$ cat src/rtl/core/lcdw_pkg.sv
`timescale 1ns / 1ps
`default_nettype none
package lcdw_pkg;

   localparam int COLUMNS    = 16;
   localparam int ROWS       = 2;
   localparam int COL_W      = 5;
   localparam int ROW_W      = 2;
   localparam int ACC_W      = 6;
   localparam int STEP_W     = 5;
   localparam int CHAR_W     = 8;
   localparam int CSR_ADDR_W = 3;
   localparam int CSR_DATA_W = 32;

   localparam logic [STEP_W-1:0] TAB_STEP_RESET = 5'd4;
   localparam logic              CSR_IDX_TAB_STEP = 1'b0;

   localparam logic [CHAR_W-1:0] CH_BELL      = 8'h07;
   localparam logic [CHAR_W-1:0] CH_BACKSPACE = 8'h08;
   localparam logic [CHAR_W-1:0] CH_TAB       = 8'h09;
   localparam logic [CHAR_W-1:0] CH_NEWLINE   = 8'h0A;
   localparam logic [CHAR_W-1:0] CH_FORMFEED  = 8'h0C;
   localparam logic [CHAR_W-1:0] CH_SPACE     = 8'h20;
   localparam logic [CHAR_W-1:0] CMD_CLEAR    = 8'h01;
   localparam logic [CHAR_W-1:0] CMD_SET_ADDR = 8'h80;
   localparam logic [CHAR_W-1:0] ADDR_MASK    = 8'h7F;

   typedef enum logic [2:0] {
      CC_BELL,
      CC_BACK,
      CC_TAB,
      CC_NEWLINE,
      CC_FORMFEED,
      CC_PRINT
   } char_class_type;

   typedef enum logic [2:0] {
      S_IDLE,
      S_TAB_STEP,
      S_ADDR,
      S_CLEAR,
      S_DATA,
      S_NL_ADDR,
      S_NL_SPACE,
      S_NL_READDR
   } ctrl_state_type;

   typedef enum logic [2:0] {
      CUR_HOLD,
      CUR_BACK,
      CUR_HOME,
      CUR_NEXT_ROW,
      CUR_INC,
      CUR_TAB
   } cursor_op_type;

   typedef enum logic [1:0] {
      OUT_ADDR,
      OUT_SPACE,
      OUT_CLEAR,
      OUT_CHAR
   } out_sel_type;

   typedef struct packed {
      logic          load_char;
      cursor_op_type cursor_op;
      logic          acc_clear;
      logic          acc_add;
      logic          cnt_clear;
      logic          cnt_inc;
      logic          out_load;
      out_sel_type   out_sel;
      logic          out_last;
   } dp_cmd_type;

   typedef struct packed {
      char_class_type in_class;
      char_class_type char_class;
      logic           col_full;
      logic           tab_done;
      logic           space_done;
      logic           out_free;
   } dp_status_type;

   function automatic char_class_type classify(logic [CHAR_W-1:0] c);
      char_class_type cls;
      case (c)
         CH_BELL:      cls = CC_BELL;
         CH_BACKSPACE: cls = CC_BACK;
         CH_TAB:       cls = CC_TAB;
         CH_NEWLINE:   cls = CC_NEWLINE;
         CH_FORMFEED:  cls = CC_FORMFEED;
         default:      cls = CC_PRINT;
      endcase
      return cls;
   endfunction

   function automatic logic [CHAR_W-1:0] row_base(logic [ROW_W-1:0] row);
      logic [CHAR_W-1:0] base;
      case (row)
         2'd0:    base = 8'h00;
         2'd1:    base = 8'h40;
         2'd2:    base = 8'h14;
         default: base = 8'h54;
      endcase
      return base;
   endfunction

   function automatic logic [CHAR_W-1:0] set_addr(logic [COL_W-1:0] col,
                                                  logic [ROW_W-1:0] row);
      logic [CHAR_W-1:0] sum;
      sum = CHAR_W'(col) + row_base(row);
      return CMD_SET_ADDR | (sum & ADDR_MASK);
   endfunction

endpackage
`default_nettype wire

$ cat src/rtl/core/lcdw_datapath.sv
`timescale 1ns / 1ps
`default_nettype none
module lcdw_datapath (
   input  wire logic                         clock,
   input  wire logic                         reset,
   input  wire logic [lcdw_pkg::CHAR_W-1:0]  req_char_code,
   input  wire logic [lcdw_pkg::STEP_W-1:0]  tab_step,
   input  wire lcdw_pkg::dp_cmd_type         cmd,
   output lcdw_pkg::dp_status_type           status,
   input  wire logic                         rsp_ready,
   output logic                              rsp_valid,
   output logic                              rsp_is_data,
   output logic [lcdw_pkg::CHAR_W-1:0]       rsp_lcd_byte,
   output logic                              rsp_last
);
   import lcdw_pkg::*;

   logic [CHAR_W-1:0] char_ff, char_in;
   logic [COL_W-1:0]  col_ff, col_in;
   logic [ROW_W-1:0]  row_ff, row_in;
   logic [ACC_W-1:0]  acc_ff, acc_in;
   logic [COL_W-1:0]  cnt_ff, cnt_in;
   logic              rsp_valid_ff, rsp_valid_in;
   logic              is_data_ff, is_data_in;
   logic [CHAR_W-1:0] byte_ff, byte_in;
   logic              last_ff, last_in;

   logic [ROW_W-1:0]  row_next;
   logic [STEP_W-1:0] step_eff;
   logic              out_free;

   assign row_next = (row_ff == ROW_W'(ROWS - 1)) ? '0 : row_ff + 1'b1;
   assign step_eff = (tab_step == '0) ? STEP_W'(1) : tab_step;
   assign out_free = !rsp_valid_ff || rsp_ready;

   always_comb begin
      char_in = cmd.load_char ? req_char_code : char_ff;
      acc_in  = acc_ff;
      if (cmd.acc_clear) begin
         acc_in = '0;
      end else if (cmd.acc_add) begin
         acc_in = acc_ff + ACC_W'(step_eff);
      end
      cnt_in = cnt_ff;
      if (cmd.cnt_clear) begin
         cnt_in = '0;
      end else if (cmd.cnt_inc) begin
         cnt_in = cnt_ff + 1'b1;
      end
   end

   always_comb begin
      col_in = col_ff;
      row_in = row_ff;
      case (cmd.cursor_op)
         CUR_BACK: begin
            col_in = (col_ff == '0) ? '0 : col_ff - 1'b1;
         end
         CUR_HOME: begin
            col_in = '0;
            row_in = '0;
         end
         CUR_NEXT_ROW: begin
            col_in = '0;
            row_in = row_next;
         end
         CUR_INC: begin
            col_in = col_ff + 1'b1;
         end
         CUR_TAB: begin
            if (acc_ff >= ACC_W'(COLUMNS)) begin
               col_in = '0;
               row_in = row_next;
            end else begin
               col_in = acc_ff[COL_W-1:0];
            end
         end
         default: begin
            col_in = col_ff;
            row_in = row_ff;
         end
      endcase
   end

   always_comb begin
      is_data_in = is_data_ff;
      byte_in    = byte_ff;
      last_in    = last_ff;
      if (cmd.out_load) begin
         last_in = cmd.out_last;
         case (cmd.out_sel)
            OUT_ADDR: begin
               is_data_in = 1'b0;
               byte_in    = set_addr(col_ff, row_ff);
            end
            OUT_SPACE: begin
               is_data_in = 1'b1;
               byte_in    = CH_SPACE;
            end
            OUT_CLEAR: begin
               is_data_in = 1'b0;
               byte_in    = CMD_CLEAR;
            end
            default: begin
               is_data_in = 1'b1;
               byte_in    = char_ff;
            end
         endcase
      end
      if (cmd.out_load) begin
         rsp_valid_in = 1'b1;
      end else if (rsp_ready) begin
         rsp_valid_in = 1'b0;
      end else begin
         rsp_valid_in = rsp_valid_ff;
      end
   end

   always_ff @(posedge clock) begin
      if (reset) begin
         col_ff       <= '0;
         row_ff       <= '0;
         rsp_valid_ff <= 1'b0;
      end else begin
         col_ff       <= col_in;
         row_ff       <= row_in;
         rsp_valid_ff <= rsp_valid_in;
      end
   end

   always_ff @(posedge clock) begin
      char_ff    <= char_in;
      acc_ff     <= acc_in;
      cnt_ff     <= cnt_in;
      is_data_ff <= is_data_in;
      byte_ff    <= byte_in;
      last_ff    <= last_in;
   end

   always_comb begin
      status.in_class   = classify(req_char_code);
      status.char_class = classify(char_ff);
      status.col_full   = (col_ff >= COL_W'(COLUMNS));
      status.tab_done   = (acc_ff > ACC_W'(col_ff));
      status.space_done = (cnt_ff == COL_W'(COLUMNS - 1));
      status.out_free   = out_free;
   end

   assign rsp_valid    = rsp_valid_ff;
   assign rsp_is_data  = is_data_ff;
   assign rsp_lcd_byte = byte_ff;
   assign rsp_last     = last_ff;

   a_col_range: assert property (@(posedge clock) disable iff (reset)
      col_ff <= COL_W'(COLUMNS))
      else $error("cursor column beyond line end");

   a_row_range: assert property (@(posedge clock) disable iff (reset)
      row_ff <= ROW_W'(ROWS - 1))
      else $error("cursor row beyond last row");

   a_load_free: assert property (@(posedge clock) disable iff (reset)
      cmd.out_load |-> out_free)
      else $error("output word overwritten before taken");

endmodule
`default_nettype wire

$ cat src/rtl/core/lcdw_ctrl.sv
`timescale 1ns / 1ps
`default_nettype none
module lcdw_ctrl (
   input  wire logic                    clock,
   input  wire logic                    reset,
   input  wire logic                    req_valid,
   output logic                         req_ready,
   input  wire lcdw_pkg::dp_status_type status,
   output lcdw_pkg::dp_cmd_type         cmd
);
   import lcdw_pkg::*;

   ctrl_state_type state_ff, state_in;

   always_ff @(posedge clock) begin
      if (reset) begin
         state_ff <= S_IDLE;
      end else begin
         state_ff <= state_in;
      end
   end

   always_comb begin
      state_in = state_ff;
      unique case (state_ff)
         S_IDLE: begin
            if (req_valid) begin
               unique case (status.in_class)
                  CC_BELL:     state_in = S_IDLE;
                  CC_BACK:     state_in = S_ADDR;
                  CC_TAB:      state_in = S_TAB_STEP;
                  CC_NEWLINE:  state_in = S_NL_ADDR;
                  CC_FORMFEED: state_in = S_CLEAR;
                  default:     state_in = status.col_full ? S_NL_ADDR : S_DATA;
               endcase
            end
         end
         S_TAB_STEP: begin
            if (status.tab_done) begin
               state_in = S_ADDR;
            end
         end
         S_ADDR, S_CLEAR, S_DATA: begin
            if (status.out_free) begin
               state_in = S_IDLE;
            end
         end
         S_NL_ADDR: begin
            if (status.out_free) begin
               state_in = S_NL_SPACE;
            end
         end
         S_NL_SPACE: begin
            if (status.out_free && status.space_done) begin
               state_in = S_NL_READDR;
            end
         end
         S_NL_READDR: begin
            if (status.out_free) begin
               state_in = (status.char_class == CC_NEWLINE) ? S_IDLE : S_DATA;
            end
         end
         default: state_in = S_IDLE;
      endcase
   end

   always_comb begin
      req_ready     = 1'b0;
      cmd           = '0;
      cmd.cursor_op = CUR_HOLD;
      cmd.out_sel   = OUT_ADDR;
      unique case (state_ff)
         S_IDLE: begin
            req_ready = 1'b1;
            if (req_valid) begin
               cmd.load_char = 1'b1;
               unique case (status.in_class)
                  CC_BELL:     cmd.cursor_op = CUR_HOLD;
                  CC_BACK:     cmd.cursor_op = CUR_BACK;
                  CC_TAB:      cmd.acc_clear = 1'b1;
                  CC_NEWLINE:  cmd.cursor_op = CUR_NEXT_ROW;
                  CC_FORMFEED: cmd.cursor_op = CUR_HOME;
                  default: begin
                     cmd.cursor_op = status.col_full ? CUR_NEXT_ROW : CUR_HOLD;
                  end
               endcase
            end
         end
         S_TAB_STEP: begin
            if (status.tab_done) begin
               cmd.cursor_op = CUR_TAB;
            end else begin
               cmd.acc_add = 1'b1;
            end
         end
         S_ADDR: begin
            cmd.out_load = status.out_free;
            cmd.out_sel  = OUT_ADDR;
            cmd.out_last = 1'b1;
         end
         S_CLEAR: begin
            cmd.out_load = status.out_free;
            cmd.out_sel  = OUT_CLEAR;
            cmd.out_last = 1'b1;
         end
         S_DATA: begin
            cmd.out_load = status.out_free;
            cmd.out_sel  = OUT_CHAR;
            cmd.out_last = 1'b1;
            if (status.out_free) begin
               cmd.cursor_op = CUR_INC;
            end
         end
         S_NL_ADDR: begin
            cmd.out_load  = status.out_free;
            cmd.out_sel   = OUT_ADDR;
            cmd.cnt_clear = status.out_free;
         end
         S_NL_SPACE: begin
            cmd.out_load = status.out_free;
            cmd.out_sel  = OUT_SPACE;
            cmd.cnt_inc  = status.out_free;
         end
         S_NL_READDR: begin
            cmd.out_load = status.out_free;
            cmd.out_sel  = OUT_ADDR;
            cmd.out_last = (status.char_class == CC_NEWLINE);
         end
         default: begin
            req_ready = 1'b0;
         end
      endcase
   end

   a_bell_quiet: assert property (@(posedge clock) disable iff (reset)
      (state_ff == S_IDLE && req_valid && status.in_class == CC_BELL)
      |=> (state_ff == S_IDLE && !cmd.out_load))
      else $error("bell produced work");

   a_tab_exit: assert property (@(posedge clock) disable iff (reset)
      (state_ff == S_TAB_STEP && status.tab_done) |=> state_ff == S_ADDR)
      else $error("tab stop search did not finish");

   a_spaces_done: assert property (@(posedge clock) disable iff (reset)
      (state_ff == S_NL_SPACE && status.out_free && status.space_done)
      |=> state_ff == S_NL_READDR)
      else $error("line blanking did not end");

   a_last_ends: assert property (@(posedge clock) disable iff (reset)
      (cmd.out_load && cmd.out_last) |=> state_ff == S_IDLE)
      else $error("final word not followed by idle");

endmodule
`default_nettype wire

$ cat src/rtl/core/char_lcd_terminal_writer.sv
`timescale 1ns / 1ps
`default_nettype none
// Character LCD terminal writer. Each accepted character updates the cursor
// and produces the instruction/data words for the display controller, one
// word per cycle through a registered output while the output is not stalled.
// A bell produces no word; backspace, form feed and ordinary characters
// produce one word; a newline blanks the next row (as does a character that
// wraps a full line); for a tab the next tab stop is found by adding the step
// once per cycle. The next character is taken as soon as the final word is
// loaded into the output register.
module char_lcd_terminal_writer (
   input  wire logic                             clock,
   input  wire logic                             reset,
   input  wire logic                             req_valid,
   output logic                                  req_ready,
   input  wire logic [lcdw_pkg::CHAR_W-1:0]      req_char_code,
   output logic                                  rsp_valid,
   input  wire logic                             rsp_ready,
   output logic                                  rsp_is_data,
   output logic [lcdw_pkg::CHAR_W-1:0]           rsp_lcd_byte,
   output logic                                  rsp_last,
   input  wire logic                             csr_psel,
   input  wire logic                             csr_penable,
   input  wire logic                             csr_pwrite,
   input  wire logic [lcdw_pkg::CSR_ADDR_W-1:0]  csr_paddr,
   input  wire logic [lcdw_pkg::CSR_DATA_W-1:0]  csr_pwdata,
   output logic [lcdw_pkg::CSR_DATA_W-1:0]       csr_prdata,
   output logic                                  csr_pready
);
   import lcdw_pkg::*;

   logic [STEP_W-1:0] tab_step_ff, tab_step_in;
   logic              csr_sel_tab;
   dp_cmd_type        cmd;
   dp_status_type     status;

   assign csr_sel_tab = (csr_paddr[CSR_ADDR_W-1] == CSR_IDX_TAB_STEP);
   assign csr_pready  = 1'b1;

   always_comb begin
      tab_step_in = tab_step_ff;
      if (csr_psel && csr_penable && csr_pwrite && csr_sel_tab) begin
         tab_step_in = csr_pwdata[STEP_W-1:0];
      end
      csr_prdata = csr_sel_tab ? CSR_DATA_W'(tab_step_ff) : '0;
   end

   always_ff @(posedge clock) begin
      if (reset) begin
         tab_step_ff <= TAB_STEP_RESET;
      end else begin
         tab_step_ff <= tab_step_in;
      end
   end

   lcdw_ctrl u_ctrl (
      .clock     (clock),
      .reset     (reset),
      .req_valid (req_valid),
      .req_ready (req_ready),
      .status    (status),
      .cmd       (cmd)
   );

   lcdw_datapath u_datapath (
      .clock         (clock),
      .reset         (reset),
      .req_char_code (req_char_code),
      .tab_step      (tab_step_ff),
      .cmd           (cmd),
      .status        (status),
      .rsp_ready     (rsp_ready),
      .rsp_valid     (rsp_valid),
      .rsp_is_data   (rsp_is_data),
      .rsp_lcd_byte  (rsp_lcd_byte),
      .rsp_last      (rsp_last)
   );

endmodule
`default_nettype wire
$ cat config.mk
export PLATFORM = sky130hd
export DESIGN_NAME = char_lcd_terminal_writer
export DESIGN_NICKNAME = d
export VERILOG_FILES = /design/src/rtl/core/lcdw_pkg.sv /design/src/rtl/core/lcdw_datapath.sv /design/src/rtl/core/lcdw_ctrl.sv /design/src/rtl/core/char_lcd_terminal_writer.sv
export SDC_FILE = /design/constraint.sdc
export NUM_CORES = 1
export LEC_CHECK = 0
export BUFFER_PORTS_ARGS = -buffer_cell sky130_fd_sc_hd__buf_2
export CORE_MARGIN = 3
export CORE_UTILIZATION = 35
export DETAILED_ROUTE_END_ITERATION = 8
export HOLD_SLACK_MARGIN = 0.05
export PLACE_DENSITY = 0.57
export SYNTH_ARGS = -nofsm -noshare
export SYNTH_HDL_FRONTEND = slang
export SYNTH_SLANG_ARGS = --single-unit
$ cat constraint.sdc
create_clock -name clock -period 3.4 [get_ports clock]
set_input_delay 0.17 -clock clock [delete_from_list [all_inputs] [get_ports clock]]
set_output_delay 0.17 -clock clock [all_outputs]
set_load 0.01 [all_outputs]
==> impl_metrics.csv <==
group,metric,value,unit
outcome,outcome,"finished, final reports clean",
power_and_ir_drop,p_leak,1.40,nW
die,die_y,97.8,um
die,start_util,0.370,
route,wl_per_cell,13.3,um
final_layout,layout_commonest_cell,"buf_2",
timing,period_share,0.721,
timing,hold_viol,0,
route,drt_first_pass_iters,4,
global_route,grt_pass1_wl,10200,um
synthesis,syn_area,2950,um2
clock_network,cts-htree-levels,2,
timing,fin_crit,2.45,ns
worst_hold_path,hp-class,"in2reg",
worst_setup_path,path_cells,"inv_1 -> ha_1 -> nand3_1 -> o21bai_1 -> a21oi_1 -> o21ai_0 -> and3b_1 -> a2111oi_0",
clock_network,clkSinkCount,45,
die,core_area,7970,um2
route,routed-wl-met2,3010,um
timing,setup_viol,0,
clock_network,cts_resized,0,
final_layout,drive_gt1_frac,0.148,
route,vias,2335,
route,initialDrtViolationCount,145,
die,ios,95,
final_layout,fin_cells,461,
timing,relSlewSlack,0.486,
final_layout,multiInputGateArea,1610,um2
timing,fin_ws,0.947,ns
synthesis,seq_area_frac_synth,0.367,
clock_network,cts_tree,"done",
clock_network,cts_setup_buffers,0,
synthesis,synth_area_per_cell,8.96,um2
final_layout,fin_nets,426,
route,drc,0,
die,die_w,97.8,um
route,drtAntennaViolNets,0,
worst_setup_path,cp-start-kind,"flip-flop",
global_route,grt_max_degree,23,
worst_setup_path,cp_max_fo,8,
route,highest_layer,"met4",
worst_setup_path,worst_path_max_delay_cell,"dfxtp_1",
timing,finalMaxSlewViolations,0,
timing,setup_tns,0,ns
timing,skew,0.00988,ns
timing,rsz0062_at_grt,"no",
placement,dp.cells,453,
synthesis,synth_edf_count,18,
power_and_ir_drop,power.density,631,nW/um2
final_layout,diodes,0,
clock_network,clock_latency,0.30,ns
final_layout,layout_common_cells,"buf_2 (37), nor2_1 (30), conb_1 (28)",
global_route,grt-ovfl-total,0,
synthesis,ys_warn_count,0,
synthesis,synth_cell_types,64,
timing,tightestPinTransition,0.770,ns
final_layout,fillers,816,
final_layout,seqCellArea,1080,um2
die,die-area,9560,um2
global_route,grt_pass1_vias,2094,
route,vias_per_cell,5.07,
route,dr_wl_met3,252,um
global_route,grt_antenna_before_repair,0,
worst_setup_path,arrival,2.63,ns
clock_network,hold_buffers,0,
clock_network,root_buffer,"clkbuf_8",
die,row_count,32,
placement,place_hpwl,4720,um
route,wl,6130,um
placement,port-buffer-count,37,
synthesis,syn_inst,329,
worst_setup_path,critPathCaptureType,"flip-flop",
timing,fmax,0.408,GHz
worst_setup_path,max_stage_delay,0.50,ns
power_and_ir_drop,irDropWorstVdd,171,uV
placement,gp_congestion,0.794,
worst_setup_path,path_class,"reg2reg",
clock_network,clkTransAtPathRegs,0.09,ns
clock_network,numCtsBuffers,5,
synthesis,synth_ff_type,"dfxtp_1",
global_route,grtUsageTotal,0.129,
synthesis,synthArstFlopShare,0,
run,max_cap_violations,0,
route,wl_met1,2780,um
worst_setup_path,required,3.57,ns
synthesis,ys_ff_latch,45,
placement,place_ws,0.981,ns
clock_network,cts_max_path_buffers,2,
final_layout,syn_to_final_growth,8.53,%
## worst paths after layout
check	start	end	slack, ns	depth (start not counted)
worst max-delay path	u_datapath.col_ff[3]	u_datapath.row_ff[1]	0.95	8
worst min-delay path	req_char_code[4]	u_datapath.char_ff[4]	0.1	1
worst max register to register	u_datapath.col_ff[3]	u_datapath.row_ff[1]	0.95	8
worst min register to register	u_datapath.row_ff[1]	u_datapath.row_ff[1]	0.49	2
## worst max-delay path, delay by kind of cell (launching register included)
| family | cells | cell delay, ns |
|---|---|---|
| fa+ha+maj | 1 | 0.31 |
| compound gates | 4 | 1.10 |
| flops | 1 | 0.50 |
| buf+inv | 1 | 0.13 |
| simple gates | 2 | 0.29 |
## synth_stat cells, types with 3 or more instances
| cell type | instances | area share |
|---|---|---|
| a211o_1 | 3 | 0.0089 |
| a211oi_1 | 3 | 0.0076 |
| a21o_1 | 7 | 0.018 |
| a21oi_1 | 18 | 0.031 |
| a22o_1 | 5 | 0.015 |
| a31oi_1 | 8 | 0.017 |
| and3_1 | 3 | 0.0064 |
| buf_1 | 3 | 0.0038 |
| buf_4 | 28 | 0.071 |
| clkbuf_1 | 8 | 0.010 |
| dfxtp_1 | 27 | 0.18 |
| edfxtp_1 | 18 | 0.18 |
| ha_1 | 17 | 0.072 |
| inv_1 | 20 | 0.025 |
| mux2i_1 | 8 | 0.027 |
| nand2_1 | 18 | 0.023 |
| nand3_1 | 12 | 0.020 |
| nand4b_1 | 3 | 0.0089 |
| nor2_1 | 30 | 0.038 |
| nor2b_1 | 8 | 0.017 |
| nor3_1 | 10 | 0.017 |
| o21ai_0 | 13 | 0.022 |
| xnor2_1 | 4 | 0.012 |
| xor2_1 | 3 | 0.0089 |
## per-layer routing
metal	global-route usage	up-vias
met5	0	-
met4	0.0447	0
met3	0.0257	6
met2	0.216	50
met1	0.166	1095
li1	-	1184
## kinds of logic after synthesis
logic type | after synthesis | share of synthesized area
AO/OA/AOI/OAI | 77 | 0.175
XOR/XNOR | 7 | 0.0208
adder cells (fa/ha/maj) | 19 | 0.0827
buffers and inverters | 63 | 0.119
flip-flops | 45 | 0.367
multiplexers | 8 | 0.0272
other | 2 | 0.00255
AND/OR/NAND/NOR | 108 | 0.206
## through the flow
stage | util | power, W | area, um2 | hold WS [ns]
2_1_floorplan | - | 0.00144 | 3050 | 0.269
3_3_place_gp | 0.388 | 0.00162 | 3090 | 0.396
3_5_place_dp | 0.388 | 0.00164 | 3090 | 0.398
4_1_cts | 0.402 | 0.00205 | 3200 | 0.0865
5_1_grt | 0.402 | 0.00218 | 3200 | 0.0871
6_report | 0.402 | 0.00202 | 3200 | 0.0963
## sequential cells by signal (all words and copies together) (netlist names)
signal and flops:
u_datapath.acc_ff 6, u_datapath.rsp_valid 1, tab_step_ff 5, u_datapath.rsp_is_data 1, u_datapath.col_ff 5, u_datapath.rsp_lcd_byte 8
u_datapath.cnt_ff 5, u_datapath.row_ff 2, u_datapath.rsp_last 1, u_ctrl.state_ff 3, u_datapath.char_ff 8
## where the power goes
group | total (W) | internal (W) | switching (W) | leakage [nW]
sequential | 0.000877 | 0.000739 | 0.000138 | 0.392
combinational | 0.000743 | 0.000298 | 0.000445 | 0.954
clock | 0.000399 | 0.000217 | 0.000182 | 0.0528
total | 0.00202 | 0.00125 | 0.000765 | 1.40
## area by class of cell
| cell class | count | share of cell area |
|---|---|---|
| Multi-Input combinational cell | 247 | 0.504 |
| Sequential cell | 45 | 0.338 |
| Timing Repair Buffer | 38 | 0.0602 |
| Tap cell | 102 | 0.0399 |
| Inverter | 21 | 0.0246 |
| Clock buffer | 6 | 0.0227 |
| Clock inverter | 2 | 0.0106 |
No activity file was read; power rests on OpenSTA's default activity.
